--- src/hdl/rrf_pkg.sv ---
// Shared constants, types and pointer helpers for the record ring FIFO.
package rrf_pkg;

	// Ring geometry
	localparam int DEPTH     = 64;
	localparam int PTR_W     = $clog2(DEPTH);
	localparam int DEPTH_W   = PTR_W + 1;
	localparam int BATCH_MAX = 8;
	localparam int CNT_W     = 4;
	localparam int PEEK_LIM  = (BATCH_MAX < 8) ? BATCH_MAX : 8;
	localparam int REC_W     = 32;

	// Field widths
	localparam int CMD_W     = 3;
	localparam int HALF_W    = 16;
	localparam int REL_W     = 7;
	localparam int OCC_W     = 6;

	// Packed word widths, padded to whole bytes
	localparam int IN_TDATA_W  = 48;
	localparam int OUT_TDATA_W = 56;

	// Command codes
	localparam logic [CMD_W-1:0] CMD_ENQ  = 3'd0;
	localparam logic [CMD_W-1:0] CMD_DEQ  = 3'd1;
	localparam logic [CMD_W-1:0] CMD_CLR  = 3'd2;
	localparam logic [CMD_W-1:0] CMD_REL  = 3'd3;
	localparam logic [CMD_W-1:0] CMD_PEEK = 3'd4;

	// Controller to datapath commands
	typedef struct packed {
		logic exec;        // run a single-word operation and load its result
		logic peek_start;  // latch peek length and read the head record
		logic peek_emit;   // load the current peek record and read the next
	} ctl_t;

	// Datapath to controller status
	typedef struct packed {
		logic empty;
		logic peek_last;
	} stat_t;

	// Controller states
	typedef enum logic [1:0] {
		ST_IDLE = 2'b01,
		ST_PEEK = 2'b10
	} state_t;

	// Advance a pointer by one, wrapping at the ring size in use
	function automatic logic [PTR_W-1:0] next_ptr(input logic [PTR_W-1:0] ptr,
		input logic [DEPTH_W-1:0] depth);
		logic [DEPTH_W-1:0] inc;
		inc = {1'b0, ptr} + DEPTH_W'(1);
		return (inc >= depth) ? '0 : inc[PTR_W-1:0];
	endfunction

	// Entries held between head and tail
	function automatic logic [PTR_W-1:0] held_cnt(input logic [PTR_W-1:0] head,
		input logic [PTR_W-1:0] tail, input logic [DEPTH_W-1:0] depth);
		logic [DEPTH_W-1:0] s;
		if (tail >= head) begin
			s = {1'b0, tail} - {1'b0, head};
		end else begin
			s = {1'b0, tail} + depth - {1'b0, head};
		end
		return s[PTR_W-1:0];
	endfunction

endpackage

--- src/hdl/rrf_ram.sv ---
// Generic single-write, single-read RAM with registered read data.
module rrf_ram #(
	parameter int WIDTH = 32,
	parameter int DEPTH = 64
) (
	input  logic                     clk,
	input  logic                     we,
	input  logic [$clog2(DEPTH)-1:0] waddr,
	input  logic [WIDTH-1:0]         wdata,
	input  logic                     re,
	input  logic [$clog2(DEPTH)-1:0] raddr,
	output logic [WIDTH-1:0]         rdata
);

	logic [WIDTH-1:0] mem_q [DEPTH];

	// Write port
	always_ff @(posedge clk) begin
		if (we) begin
			mem_q[waddr] <= wdata;
		end
	end

	// Registered read, held when not enabled
	always_ff @(posedge clk) begin
		if (re) begin
			rdata <= mem_q[raddr];
		end
	end

endmodule

--- src/hdl/rrf_dp.sv ---
// Datapath: pointers, ring size, record store, peek counters and result register.
module rrf_dp (
	input  logic                              clk,
	input  logic                              arst_n,
	input  logic                              cfg_we,
	input  logic [rrf_pkg::DEPTH_W-1:0]       cfg_wdata,
	input  logic [rrf_pkg::CMD_W-1:0]         cmd,
	input  logic [rrf_pkg::HALF_W-1:0]        entry_id,
	input  logic [rrf_pkg::HALF_W-1:0]        entry_seq,
	input  logic [rrf_pkg::REL_W-1:0]         release_count,
	input  rrf_pkg::ctl_t                     ctl,
	output rrf_pkg::stat_t                    stat,
	output logic                              ok,
	output logic [rrf_pkg::HALF_W-1:0]        out_id,
	output logic [rrf_pkg::HALF_W-1:0]        out_seq,
	output logic                              last,
	output logic [rrf_pkg::CNT_W-1:0]         emitted_count,
	output logic [rrf_pkg::OCC_W-1:0]         occupancy,
	output logic [rrf_pkg::OCC_W-1:0]         tail_position
);

	localparam int PW = rrf_pkg::PTR_W;
	localparam int DW = rrf_pkg::DEPTH_W;
	localparam int CW = rrf_pkg::CNT_W;

	logic [DW-1:0] depth_q;
	logic [PW-1:0] head_q, tail_q, pk_ptr_q;
	logic [CW-1:0] pk_cnt_q, pk_idx_q;

	logic [PW-1:0] held, held_nx, head_nx, tail_nx, tail_inc, rel_head;
	logic          full, empty, op_ok, rel_fail;
	logic [DW-1:0] rel_take, rel_sum, depth_cfg;
	logic [CW-1:0] pk_cnt, pk_idx_inc;
	logic          ram_we, ram_re;
	logic [PW-1:0] ram_raddr;
	logic [rrf_pkg::REC_W-1:0] ram_rdata;

	// Occupancy and full/empty flags
	assign held     = rrf_pkg::held_cnt(head_q, tail_q, depth_q);
	assign tail_inc = rrf_pkg::next_ptr(tail_q, depth_q);
	assign full     = (tail_inc == head_q);
	assign empty    = (head_q == tail_q);

	// Release: remove up to the held count, fail when more was asked
	assign rel_fail = ({1'b0, release_count} > {2'b0, held});
	assign rel_take = rel_fail ? {1'b0, held} : DW'(release_count);
	assign rel_sum  = {1'b0, head_q} + rel_take;
	assign rel_head = (rel_sum >= depth_q) ? PW'(rel_sum - depth_q) : rel_sum[PW-1:0];

	// Peek length and progress
	assign pk_cnt     = (held < PW'(rrf_pkg::PEEK_LIM)) ? CW'(held) : CW'(rrf_pkg::PEEK_LIM);
	assign pk_idx_inc = pk_idx_q + CW'(1);

	assign stat.empty     = empty;
	assign stat.peek_last = (pk_idx_inc == pk_cnt_q);

	// Clamp the written ring size
	always_comb begin
		depth_cfg = cfg_wdata;
		if (cfg_wdata < DW'(2)) begin
			depth_cfg = DW'(2);
		end else if (cfg_wdata > DW'(rrf_pkg::DEPTH)) begin
			depth_cfg = DW'(rrf_pkg::DEPTH);
		end
	end

	// Next pointers for single-word operations
	always_comb begin
		head_nx = head_q;
		tail_nx = tail_q;
		op_ok   = 1'b0;
		unique case (cmd)
			rrf_pkg::CMD_ENQ: begin
				if (!full) begin
					tail_nx = tail_inc;
					op_ok   = 1'b1;
				end
			end
			rrf_pkg::CMD_DEQ: begin
				if (!empty) begin
					head_nx = rrf_pkg::next_ptr(head_q, depth_q);
					op_ok   = 1'b1;
				end
			end
			rrf_pkg::CMD_CLR: begin
				head_nx = '0;
				tail_nx = '0;
				op_ok   = 1'b1;
			end
			rrf_pkg::CMD_REL: begin
				head_nx = rel_head;
				op_ok   = !rel_fail;
			end
			default: begin
				op_ok = 1'b0;
			end
		endcase
	end

	assign held_nx = rrf_pkg::held_cnt(head_nx, tail_nx, depth_q);

	// Record store
	assign ram_we    = ctl.exec && (cmd == rrf_pkg::CMD_ENQ) && !full;
	assign ram_re    = ctl.peek_start || ctl.peek_emit;
	assign ram_raddr = ctl.peek_start ? head_q : rrf_pkg::next_ptr(pk_ptr_q, depth_q);

	rrf_ram #(
		.WIDTH(rrf_pkg::REC_W),
		.DEPTH(rrf_pkg::DEPTH)
	) u_store (
		.clk   (clk),
		.we    (ram_we),
		.waddr (tail_q),
		.wdata ({entry_id, entry_seq}),
		.re    (ram_re),
		.raddr (ram_raddr),
		.rdata (ram_rdata)
	);

	// Ring size and pointers
	always_ff @(posedge clk or negedge arst_n) begin
		if (!arst_n) begin
			depth_q <= DW'(rrf_pkg::DEPTH);
			head_q  <= '0;
			tail_q  <= '0;
		end else if (cfg_we) begin
			depth_q <= depth_cfg;
			head_q  <= '0;
			tail_q  <= '0;
		end else if (ctl.exec) begin
			head_q <= head_nx;
			tail_q <= tail_nx;
		end
	end

	// Peek walk state
	always_ff @(posedge clk or negedge arst_n) begin
		if (!arst_n) begin
			pk_ptr_q <= '0;
			pk_cnt_q <= '0;
			pk_idx_q <= '0;
		end else if (ctl.peek_start) begin
			pk_ptr_q <= head_q;
			pk_cnt_q <= pk_cnt;
			pk_idx_q <= '0;
		end else if (ctl.peek_emit) begin
			pk_ptr_q <= rrf_pkg::next_ptr(pk_ptr_q, depth_q);
			pk_idx_q <= pk_idx_inc;
		end
	end

	// Result word register
	always_ff @(posedge clk) begin
		if (ctl.exec) begin
			ok            <= op_ok;
			out_id        <= '0;
			out_seq       <= '0;
			last          <= 1'b1;
			emitted_count <= '0;
			occupancy     <= held_nx;
			tail_position <= tail_nx;
		end else if (ctl.peek_emit) begin
			ok            <= 1'b1;
			out_id        <= ram_rdata[rrf_pkg::REC_W-1:rrf_pkg::HALF_W];
			out_seq       <= ram_rdata[rrf_pkg::HALF_W-1:0];
			last          <= stat.peek_last;
			emitted_count <= pk_idx_inc;
			occupancy     <= held;
			tail_position <= tail_q;
		end
	end

`ifndef SYNTHESIS
	a_head_in_ring: assert property (@(posedge clk) disable iff (!arst_n)
		head_q < depth_q) else $error("head pointer beyond ring size");
	a_tail_in_ring: assert property (@(posedge clk) disable iff (!arst_n)
		tail_q < depth_q) else $error("tail pointer beyond ring size");
	a_emit_in_range: assert property (@(posedge clk) disable iff (!arst_n)
		ctl.peek_emit |-> (pk_idx_q < pk_cnt_q))
		else $error("peek emitted past its length");
	a_peek_start: assert property (@(posedge clk) disable iff (!arst_n)
		ctl.peek_start |=> (pk_cnt_q != '0) && (pk_idx_q == '0))
		else $error("peek started on an empty ring");
`endif

endmodule

--- src/hdl/rrf_ctrl.sv ---
// Controller: input acceptance, peek sequencing and output word valid.
module rrf_ctrl (
	input  logic                          clk,
	input  logic                          arst_n,
	input  logic                          s_tvalid,
	output logic                          s_tready,
	input  logic [rrf_pkg::CMD_W-1:0]     cmd,
	output logic                          m_tvalid,
	input  logic                          m_tready,
	input  rrf_pkg::stat_t                stat,
	output rrf_pkg::ctl_t                 ctl
);

	rrf_pkg::state_t state_q, state_d;
	logic            out_free, accept, load;

	// Output register can take a word this cycle
	assign out_free = !m_tvalid || m_tready;
	assign s_tready = (state_q == rrf_pkg::ST_IDLE) && out_free;
	assign accept   = s_tvalid && s_tready;

	// Issue commands and pick the next state
	always_comb begin
		state_d = state_q;
		ctl     = '0;
		unique case (state_q)
			rrf_pkg::ST_IDLE: begin
				if (accept) begin
					if ((cmd == rrf_pkg::CMD_PEEK) && !stat.empty) begin
						ctl.peek_start = 1'b1;
						state_d        = rrf_pkg::ST_PEEK;
					end else begin
						ctl.exec = 1'b1;
					end
				end
			end
			rrf_pkg::ST_PEEK: begin
				if (out_free) begin
					ctl.peek_emit = 1'b1;
					if (stat.peek_last) begin
						state_d = rrf_pkg::ST_IDLE;
					end
				end
			end
			default: begin
				state_d = rrf_pkg::ST_IDLE;
			end
		endcase
	end

	assign load = ctl.exec || ctl.peek_emit;

	// State and output valid
	always_ff @(posedge clk or negedge arst_n) begin
		if (!arst_n) begin
			state_q  <= rrf_pkg::ST_IDLE;
			m_tvalid <= 1'b0;
		end else begin
			state_q <= state_d;
			if (load) begin
				m_tvalid <= 1'b1;
			end else if (m_tready) begin
				m_tvalid <= 1'b0;
			end
		end
	end

endmodule

--- src/hdl/record_ring_fifo_with_batch_peek.sv ---
// Top level of the record ring FIFO with batch peek.
// Circular FIFO of (id, seq) records with one slot always kept empty, so it holds at most
// depth_in_use-1 records (ring size 2..64, reset 64; a write clamps to that range and empties
// the ring). Commands on s_tdata: enqueue, dequeue, clear, release n and batch peek; each
// returns one result word with ok, occupancy and tail after the operation, except a peek of a
// non-empty ring, which returns min(held, 8) record words from the head without removing
// them, the final one marked by m_tlast. Enqueue, dequeue, clear, release, an empty peek and
// an unknown command are accepted back to back while the output register drains. A peek
// keeps the input closed until its last record word is loaded: the accepting cycle starts
// the registered read of the head record, then one record word leaves per cycle while the
// output is not stalled. The store needs no clearing pass after reset; only written entries
// between head and tail are read.
module record_ring_fifo_with_batch_peek (
	input  logic                                clk,
	input  logic                                arst_n,
	input  logic                                cfg_we,
	input  logic [rrf_pkg::DEPTH_W-1:0]         cfg_wdata,
	input  logic                                s_tvalid,
	output logic                                s_tready,
	// cmd[2:0], entry_id[18:3], entry_seq[34:19], release_count[41:35], zero pad
	input  logic [rrf_pkg::IN_TDATA_W-1:0]      s_tdata,
	output logic                                m_tvalid,
	input  logic                                m_tready,
	// ok[0], out_id[16:1], out_seq[32:17], emitted_count[36:33],
	// occupancy[42:37], tail_position[48:43], zero pad
	output logic [rrf_pkg::OUT_TDATA_W-1:0]     m_tdata,
	output logic                                m_tlast
);

	rrf_pkg::ctl_t  ctl;
	rrf_pkg::stat_t stat;

	logic                         ok;
	logic [rrf_pkg::HALF_W-1:0]   out_id, out_seq;
	logic [rrf_pkg::CNT_W-1:0]    emitted_count;
	logic [rrf_pkg::OCC_W-1:0]    occupancy, tail_position;

	// Unpack the input word
	logic [rrf_pkg::CMD_W-1:0]    cmd;
	logic [rrf_pkg::HALF_W-1:0]   entry_id, entry_seq;
	logic [rrf_pkg::REL_W-1:0]    release_count;

	assign cmd           = s_tdata[2:0];
	assign entry_id      = s_tdata[18:3];
	assign entry_seq     = s_tdata[34:19];
	assign release_count = s_tdata[41:35];

	rrf_ctrl u_ctrl (
		.clk      (clk),
		.arst_n   (arst_n),
		.s_tvalid (s_tvalid),
		.s_tready (s_tready),
		.cmd      (cmd),
		.m_tvalid (m_tvalid),
		.m_tready (m_tready),
		.stat     (stat),
		.ctl      (ctl)
	);

	rrf_dp u_dp (
		.clk           (clk),
		.arst_n        (arst_n),
		.cfg_we        (cfg_we),
		.cfg_wdata     (cfg_wdata),
		.cmd           (cmd),
		.entry_id      (entry_id),
		.entry_seq     (entry_seq),
		.release_count (release_count),
		.ctl           (ctl),
		.stat          (stat),
		.ok            (ok),
		.out_id        (out_id),
		.out_seq       (out_seq),
		.last          (m_tlast),
		.emitted_count (emitted_count),
		.occupancy     (occupancy),
		.tail_position (tail_position)
	);

	// Pack the output word
	assign m_tdata = {7'b0, tail_position, occupancy, emitted_count, out_seq, out_id, ok};

endmodule

--- config.mk ---
export PLATFORM = sky130hd
export DESIGN_NAME = record_ring_fifo_with_batch_peek
export DESIGN_NICKNAME = d
export VERILOG_FILES = /design/src/hdl/rrf_pkg.sv /design/src/hdl/rrf_ram.sv /design/src/hdl/rrf_dp.sv /design/src/hdl/rrf_ctrl.sv /design/src/hdl/record_ring_fifo_with_batch_peek.sv
export SDC_FILE = /design/constraint.sdc
export NUM_CORES = 2
export LEC_CHECK = 0
export ABC_AREA = 0
export BUFFER_PORTS_ARGS = -buffer_cell sky130_fd_sc_hd__buf_2
export CAP_MARGIN = 20
export CORE_MARGIN = 5
export CORE_UTILIZATION = 45
export DETAILED_ROUTE_END_ITERATION = 10
export GPL_TIMING_DRIVEN = 0
export SLEW_MARGIN = 0
export SYNTH_ARGS = -nofsm -noshare
export SYNTH_HDL_FRONTEND = slang
export SYNTH_SLANG_ARGS = --single-unit
--- constraint.sdc ---
create_clock -name clk -period 17.3 [get_ports clk]
set_input_delay 0.865 -clock clk [delete_from_list [all_inputs] [get_ports clk]]
set_output_delay 0.865 -clock clk [all_outputs]
set_load 0.05 [all_outputs]
# Word-level counts from Yosys, hierarchy flattened
# Memory sizes are Yosys's and may differ from the RTL's. A register that Yosys moved wholly into a read port is not among the register bits.
# Index checks and enable logic that the tools add are counted.
classes:
  n_mux: 47
  reduce_logical: 18
  n_lt_le_gt_ge: 10
  addsub: 12
  eq_ne: 13
ops:
  columns: ["cell", "count"]
  rows:
  - ["$mux W6", 19]
  - ["$sub A6 B6 Y6", 5]
  - ["$ge A7 B7 Y1", 4]
  - ["$add A6 B1 Y7 const B", 3]
  - ["$mux W7", 3]
  - ["$pmux W6 S3", 1]
  - ["$add A6 B6 Y6", 2]
  - ["$eq A6 B6 Y1", 2]
  - ["$ge A6 B6 Y1", 2]
  - ["$mux W1", 12]
  - ["$mux W2", 6]
  - ["$mux W4", 3]
  - ["$pmux W6 S2", 1]
  - ["$reduce_bool A2 Y1", 4]
  - ["$add A6 B7 Y7", 1]
  - ["$gt A7 B6 Y1", 1]
  - ["$gt A7 B7 Y1 const B", 1]
  - ["$lt A7 B2 Y1 const B", 1]
  - ["$eq A3 B2 Y1 const B", 2]
  - ["$lt A6 B4 Y1 const B", 1]
  - ["$logic_and A1 B1 Y1", 5]
  - ["$add A4 B1 Y4 const B", 1]
  - ["$eq A4 B4 Y1", 1]
  - ["$logic_not A1 Y1", 4]
  - ["11 further kinds", 15]
totals:
  mem_count: 1
  wordCells: 116
  reg_bits: 86
  in_bits: 60
  out_inout_bits: 59
  mem_bits_rw: 2048
mem_list:
  columns: ["name", "depth", "word_bits", "read_ports", "rd_ports_with_merged_regs", "write_ports", "line", "rtl"]
  rows:
  - ["u_dp.u_store.mem_q", 64, 32, 1, 1, 1, "rrf_ram.sv:15", "logic [WIDTH-1:0] mem_q [DEPTH];"]

# Longest topological paths before layout
logic_depth:
  depth_word: 12
  ltp_mapped: 49
  depth_no_buf: 48

# By module
# Synthesis repeated with hierarchy kept, for this count alone.
hier_totals:
  cells_unflattened: 4136
  area_unflattened_um2: 85806.0
modules_own_cells:
  columns: ["module", "cells_per_inst", "n_inst", "seq_area_each_um2", "area_each_um2"]
  rows:
  - ["rrf_ram", 3324, 1, 62459.9, 78835.6]
  - ["rrf_dp", 785, 1, 1958.1, 6722.7]
  - ["rrf_ctrl", 18, 1, 76.3, 183.9]
  - ["record_ring_fifo_with_batch_peek", 9, 1, 0.0, 63.8]

# Worst setup path after synthesis
# No wires, ideal clock.
synth_path:
  path_type: "flip-flop to flip-flop"
  start: "reg u_dp.head_q[1]"
  end: "reg u_dp.occupancy[5] in the netlist's numbering (data pin)"
  t_required_ps: 17033
  path_stages_with_launch: 47
  period_less_slack_ps: 9786
  setup_time_ps: 267
  path_slack_ps: 7514
  n_path_buf: 2
  arrival_time_ps: 9519
  cell_sequence: "dfrtp_1 clkbuf_1 inv_1 fa_1 a21o_1 a21oi_1 nor2b_1 o21a_1 nor3_2 mux2_2 inv_1 ha_1 nor2b_1 o21a_1 o21a_1 o21a_1 o21ai_0 a32oi_1 (+11 left out) o21ai_0 a21boi_0 o31a_1 or2_2 clkbuf_1 a311oi_1 a21boi_0 fa_1 ha_1 a21o_1 a21oi_1 o21bai_1 a21oi_1 xnor2_1 mux2i_1 xor2_1 nand2_1 o21ai_0"
synth_via:
  elab_chain_len: 11
  elab_cells_between_ends: 31
  classes_between: "add/sub: 8; order compare: 5; eq/ne: 2; mux: 14; reduce/logical: 2"
synth_rtl:
  columns: ["element", "line", "rtl"]
  rows:
  - ["start: declaration", "rrf_dp.sv:27", "logic [PW-1:0] head_q, tail_q, pk_ptr_q;"]
  - ["start signal: assignment", "rrf_dp.sv:131", "head_q <= head_nx;"]
  - ["$sub A6 B6 Y6, or another cell as far along", "rrf_pkg.sv:64", "s = {1'b0, tail} + depth - {1'b0, head};"]
  - ["$mux W6", "rrf_pkg.sv:61", "if (tail >= head) begin"]
  - ["$gt A7 B6 Y1", "rrf_dp.sv:45", "assign rel_fail = ({1'b0, release_count} > {2'b0, held});"]
  - ["$mux W7", "rrf_dp.sv:46", "assign rel_take = rel_fail ? {1'b0, held} : DW'(release_count);"]
  - ["$add A6 B7 Y7", "rrf_dp.sv:47", "assign rel_sum = {1'b0, head_q} + rel_take;"]
  - ["$sub A6 B6 Y6 or $ge A7 B7 Y1 (tied branches)", "rrf_dp.sv:48", "assign rel_head = (rel_sum >= depth_q) ? PW'(rel_sum - depth_q) : rel_sum[PW-1:0];"]
  - ["$mux W6", "rrf_dp.sv:48", null]
  - ["$pmux W6 S3", "rrf_dp.sv:72", "unique case (cmd)"]
  - ["$sub A6 B6 Y6, or another cell as far along", "rrf_pkg.sv:64", null]
  - ["$mux W6", "rrf_pkg.sv:61", null]
  - ["$mux W6 (*)", "rrf_dp.sv:154", "if (ctl.exec) begin"]
  - ["end signal: assignment", "rrf_dp.sv:160", "occupancy <= held_nx;"]
  - ["end signal: assignment", "rrf_dp.sv:168", "occupancy <= held;"]
  - ["end: declaration", "rrf_dp.sv:18", "output logic [rrf_pkg::OCC_W-1:0] occupancy,"]
# Mark *: on every way between the ends. The rest lies on a longest branch, timed or not. The select of a mux whose other input is x is not followed.
# A chain may end at the register's enable or synchronous reset.

# Final worst setup path
# Ends and elaborated chain as after synthesis.

==> results.md <==
- Run status: finished clean
- Ratio of cells with drive above 1 in the final layout: 13.41%
- Initial antenna violation count: 24
- Antenna viol nets, final: 0
- Clock-pin slew on the worst setup and hold paths: 0.06 ns
- Critical path class: reg -> reg
- P&R area growth vs syn: 15.40%
- Nets: 6851
- GRT overflow: 0
- Maximum clock insertion buffer count: 3
- Synth Instances: 6225
- Max-slew violations: 0
- Mean routed wirelength per cell: 34.46 um
- Prevailing post-synth register cell: sky130_fd_sc_hd__edfxtp_1
- Hold violation total from the final report: 0
- Max Cap Violations: 0
- # setup viols final: 0
- I/O Pins: 119
- Crit-path max FO: 10
- Post-Syn Area per Cell: 14.05 um^2
- Final min period: 12.03 ns
- Global-route track usage on met1: 41.33%
- Total global routing track utilization: 30.99%
- Worst Max-Slew Pin Slew: 1.291 ns
- Synthesized cell area: 87450 um^2
- Detailed-route DRC error count: 0
- Violation count after the first detailed-routing iteration: 9494
- Number of instances resized during post-cts repair: 0
- Number of enable-type register cells in the synthesized netlist: 2093
- CTS Root Cell: sky130_fd_sc_hd__clkbuf_16
- Hold_buf cts: 0
- Kind of end point of the critical path: register
- Longest individual stage delay on the worst path: 0.78 ns
- Fmax achieved: 83.14 MHz
- Met2 track demand over resource in global routing: 45.58%
- Portion of synthesized cell area occupied by the leading cell type: 71.87%
- Via count normalized by instance count: 6.309
- Number of unique standard cell types used by synthesis: 84
- Htree depth: 4
- Post-route clock skew: 0.04172 ns
- Area enclosed by the die boundary: 203300 um^2
- GPL Wtd Cong: 1.005
- Final period util: 69.52%
- TritonCTS Buffers: 218
- Placeable Area: 193000 um^2
- Die width: 450.8 um
- Synth Warn #: 0
- Number of standard-cell rows in the floorplan: 161
- Initial Utilization: 45.32%
- Hold crit path type: in -> async
- Die Height: 450.8 um
- FFs w/ async S/R, synth: 1.662%
- CTS sink cnt: 2166
- Yosys reg bits: 2166
- Sequential area share after synthesis: 73.75%
- RSZ-0062 raised after global routing: no
- Area contributors post-synth: sky130_fd_sc_hd__edfxtp_1 (72%), sky130_fd_sc_hd__nand2_1 (6.2%), sky130_fd_sc_hd__mux2i_1 (2.7%)
- Critical Path Source Type: register
- Arrival time of the worst setup path: 12.62 ns
- Standard cell with the maximum stage delay on the critical path: sky130_fd_sc_hd__a21boi_0
- Met3 track demand over resource: 9.025%
- Vias in the first global route: 55310
- Slew margin rel.: 13.70%
- Number of iterations in the first detailed-routing pass: 8
- Post-Route WL: 324500 um
- Clock latency on the worst-skew pair: 0.87 ns
- Global-route wire length before repair: 440100 um
- Required @ worst endpoint: 17.89 ns
- DP Wirelength: 228700 um
- Cell taking the most area after synthesis: sky130_fd_sc_hd__edfxtp_1
- Largest net degree at the start of global routing: 65
- Global routing's busiest layer: met2
- # Post-CTS Setup Buffers: 0
- Detailed-route via count: 59410
- CTS tree: done
- Total of buffers placed on input and output ports: 104
- Setup_tns: 0 ns
final cells by class:
| class | count | area [um^2] |
|---|---|---|
| clock buffer | 301 | 5943 |
| inverter | 59 | 221.5 |
| multi-input combinational | 3586 | 21150 |
| timing repair buffer | 258 | 3112 |
| fill | 15950 | 92060 |
| buffer | 420 | 2228 |
| tap | 2526 | 3161 |
| sequential | 2166 | 64490 |
| antenna | 16 | 40.04 |
| clock inverter | 85 | 573.1 |
synthesized netlist by cell type (all sizes together), types with 6 or more instances:
cell	count
nor2	137
nand4	45
a22oi	42
a311oi	57
nor2b	15
and3	102
o22ai	8
mux2i	240
a21o	20
nor3	17
or2	9
a21boi	40
clkbuf	129
and2	7
a32oi	150
a211oi	11
dfrtp	34
ha	68
a31oi	137
xor2	17
xnor2	28
inv	58
a32o	6
buf	291
a2111oi	37
a221oi	98
o21ai	39
dfxtp	37
a22o	9
nor4	48
or4	8
fa	14
a21oi	365
nand3	306
edfxtp	2093
o21a	8
nand2	1438
placed cells by master (no fill, tap or decap), types with 98 or more instances in the layout:
cell                        synthesis  layout
sky130_fd_sc_hd__nand2_1         1437    1437
sky130_fd_sc_hd__a32oi_1          150     149
sky130_fd_sc_hd__a21oi_1          362     361
sky130_fd_sc_hd__a221oi_1          98      98
sky130_fd_sc_hd__mux2i_1          240     240
sky130_fd_sc_hd__a31oi_1          136     135
sky130_fd_sc_hd__clkbuf_1         128     198
sky130_fd_sc_hd__clkbuf_16          0     223
sky130_fd_sc_hd__edfxtp_1        2093    2093
sky130_fd_sc_hd__nand3_1          305     305
sky130_fd_sc_hd__buf_2            177     302
sky130_fd_sc_hd__and3_1           101     101
critical path: cells and delay by family (launching register included):
family | cells | cell delay [ns]
mux | 2 | 0.54
flops | 1 | 0.43
buf+inv | 6 | 1.20
xor+xnor | 2 | 0.33
compound gates | 21 | 4.61
simple gates | 8 | 1.87
fa+ha+maj | 7 | 2.73
per-stage QoR:
step	cell area [um^2]	util [%]	worst slack (ns)	instances	hold WS (ns)
global placement	91160	47.24	5.312	8861	0.4404
finish	100900	52.30	5.273	9417	0.1713
floorplan	87480	-	7.514	6231	0.4614
CTS	100800	52.22	5.316	9393	0.1538
global route	100900	52.28	4.365	9402	0.2153
detailed placement	94250	48.84	5.329	9007	0.4439
layer usage:
metal  vias to the layer above  share of wire [%]
met3                       814                 13
met2                      4178                 43
met1                     29830                 37
met5                         -              0.028
met4                        14                6.7
li1                      24580                  -
state kept, by name (all words and copies together) (netlist names), 4 cells and up:
signal              flops
u_dp.u_store.mem_q   2048
u_dp.out_id            16
u_dp.pk_ptr_q           6
u_dp.u_store.rdata     32
u_dp.occupancy          6
u_dp.depth_q            7
u_dp.pk_cnt_q           4
u_dp.out_seq           16
u_dp.head_q             6
u_dp.pk_idx_q           4
u_dp.emitted_count      4
u_dp.tail_q             6
u_dp.tail_position      6
path summary, 6_finish.rpt:
kind | startpoint | to | slack, ns | cells past startpoint
max | u_dp.head_q[1] | u_dp.occupancy[5] | 5.27 | 46
min reg2reg | u_dp.out_id[10] | u_dp.out_id[10] | 0.45 | 2
min in group clk | cfg_wdata[6] | u_dp.depth_q[2] | 0.31 | 2
min | arst_n | u_dp.pk_idx_q[3] | 0.17 | 1
max in group asynchronous | arst_n | u_dp.head_q[5] | 16.51 | 1
max reg2reg | u_dp.head_q[1] | u_dp.occupancy[5] | 5.27 | 46
kinds of logic (layout without fill, tap and decap cells):
group / after synthesis / after routing / synth area share [%]
compound gates: 1060 / 1060 / 8.400
xor+xnor: 47 / 47 / 0.5108
fa+ha+maj: 82 / 82 / 1.293
buf+inv: 479 / 1123 / 2.800
flops: 2166 / 2166 / 73.75
mux: 243 / 243 / 2.786
other cells: 1 / 23 / 0.004288
simple gates: 2147 / 2147 / 10.46
Power is not shown: default switching activity piles up to over one toggle a cycle in this logic, so the estimate is an artifact.
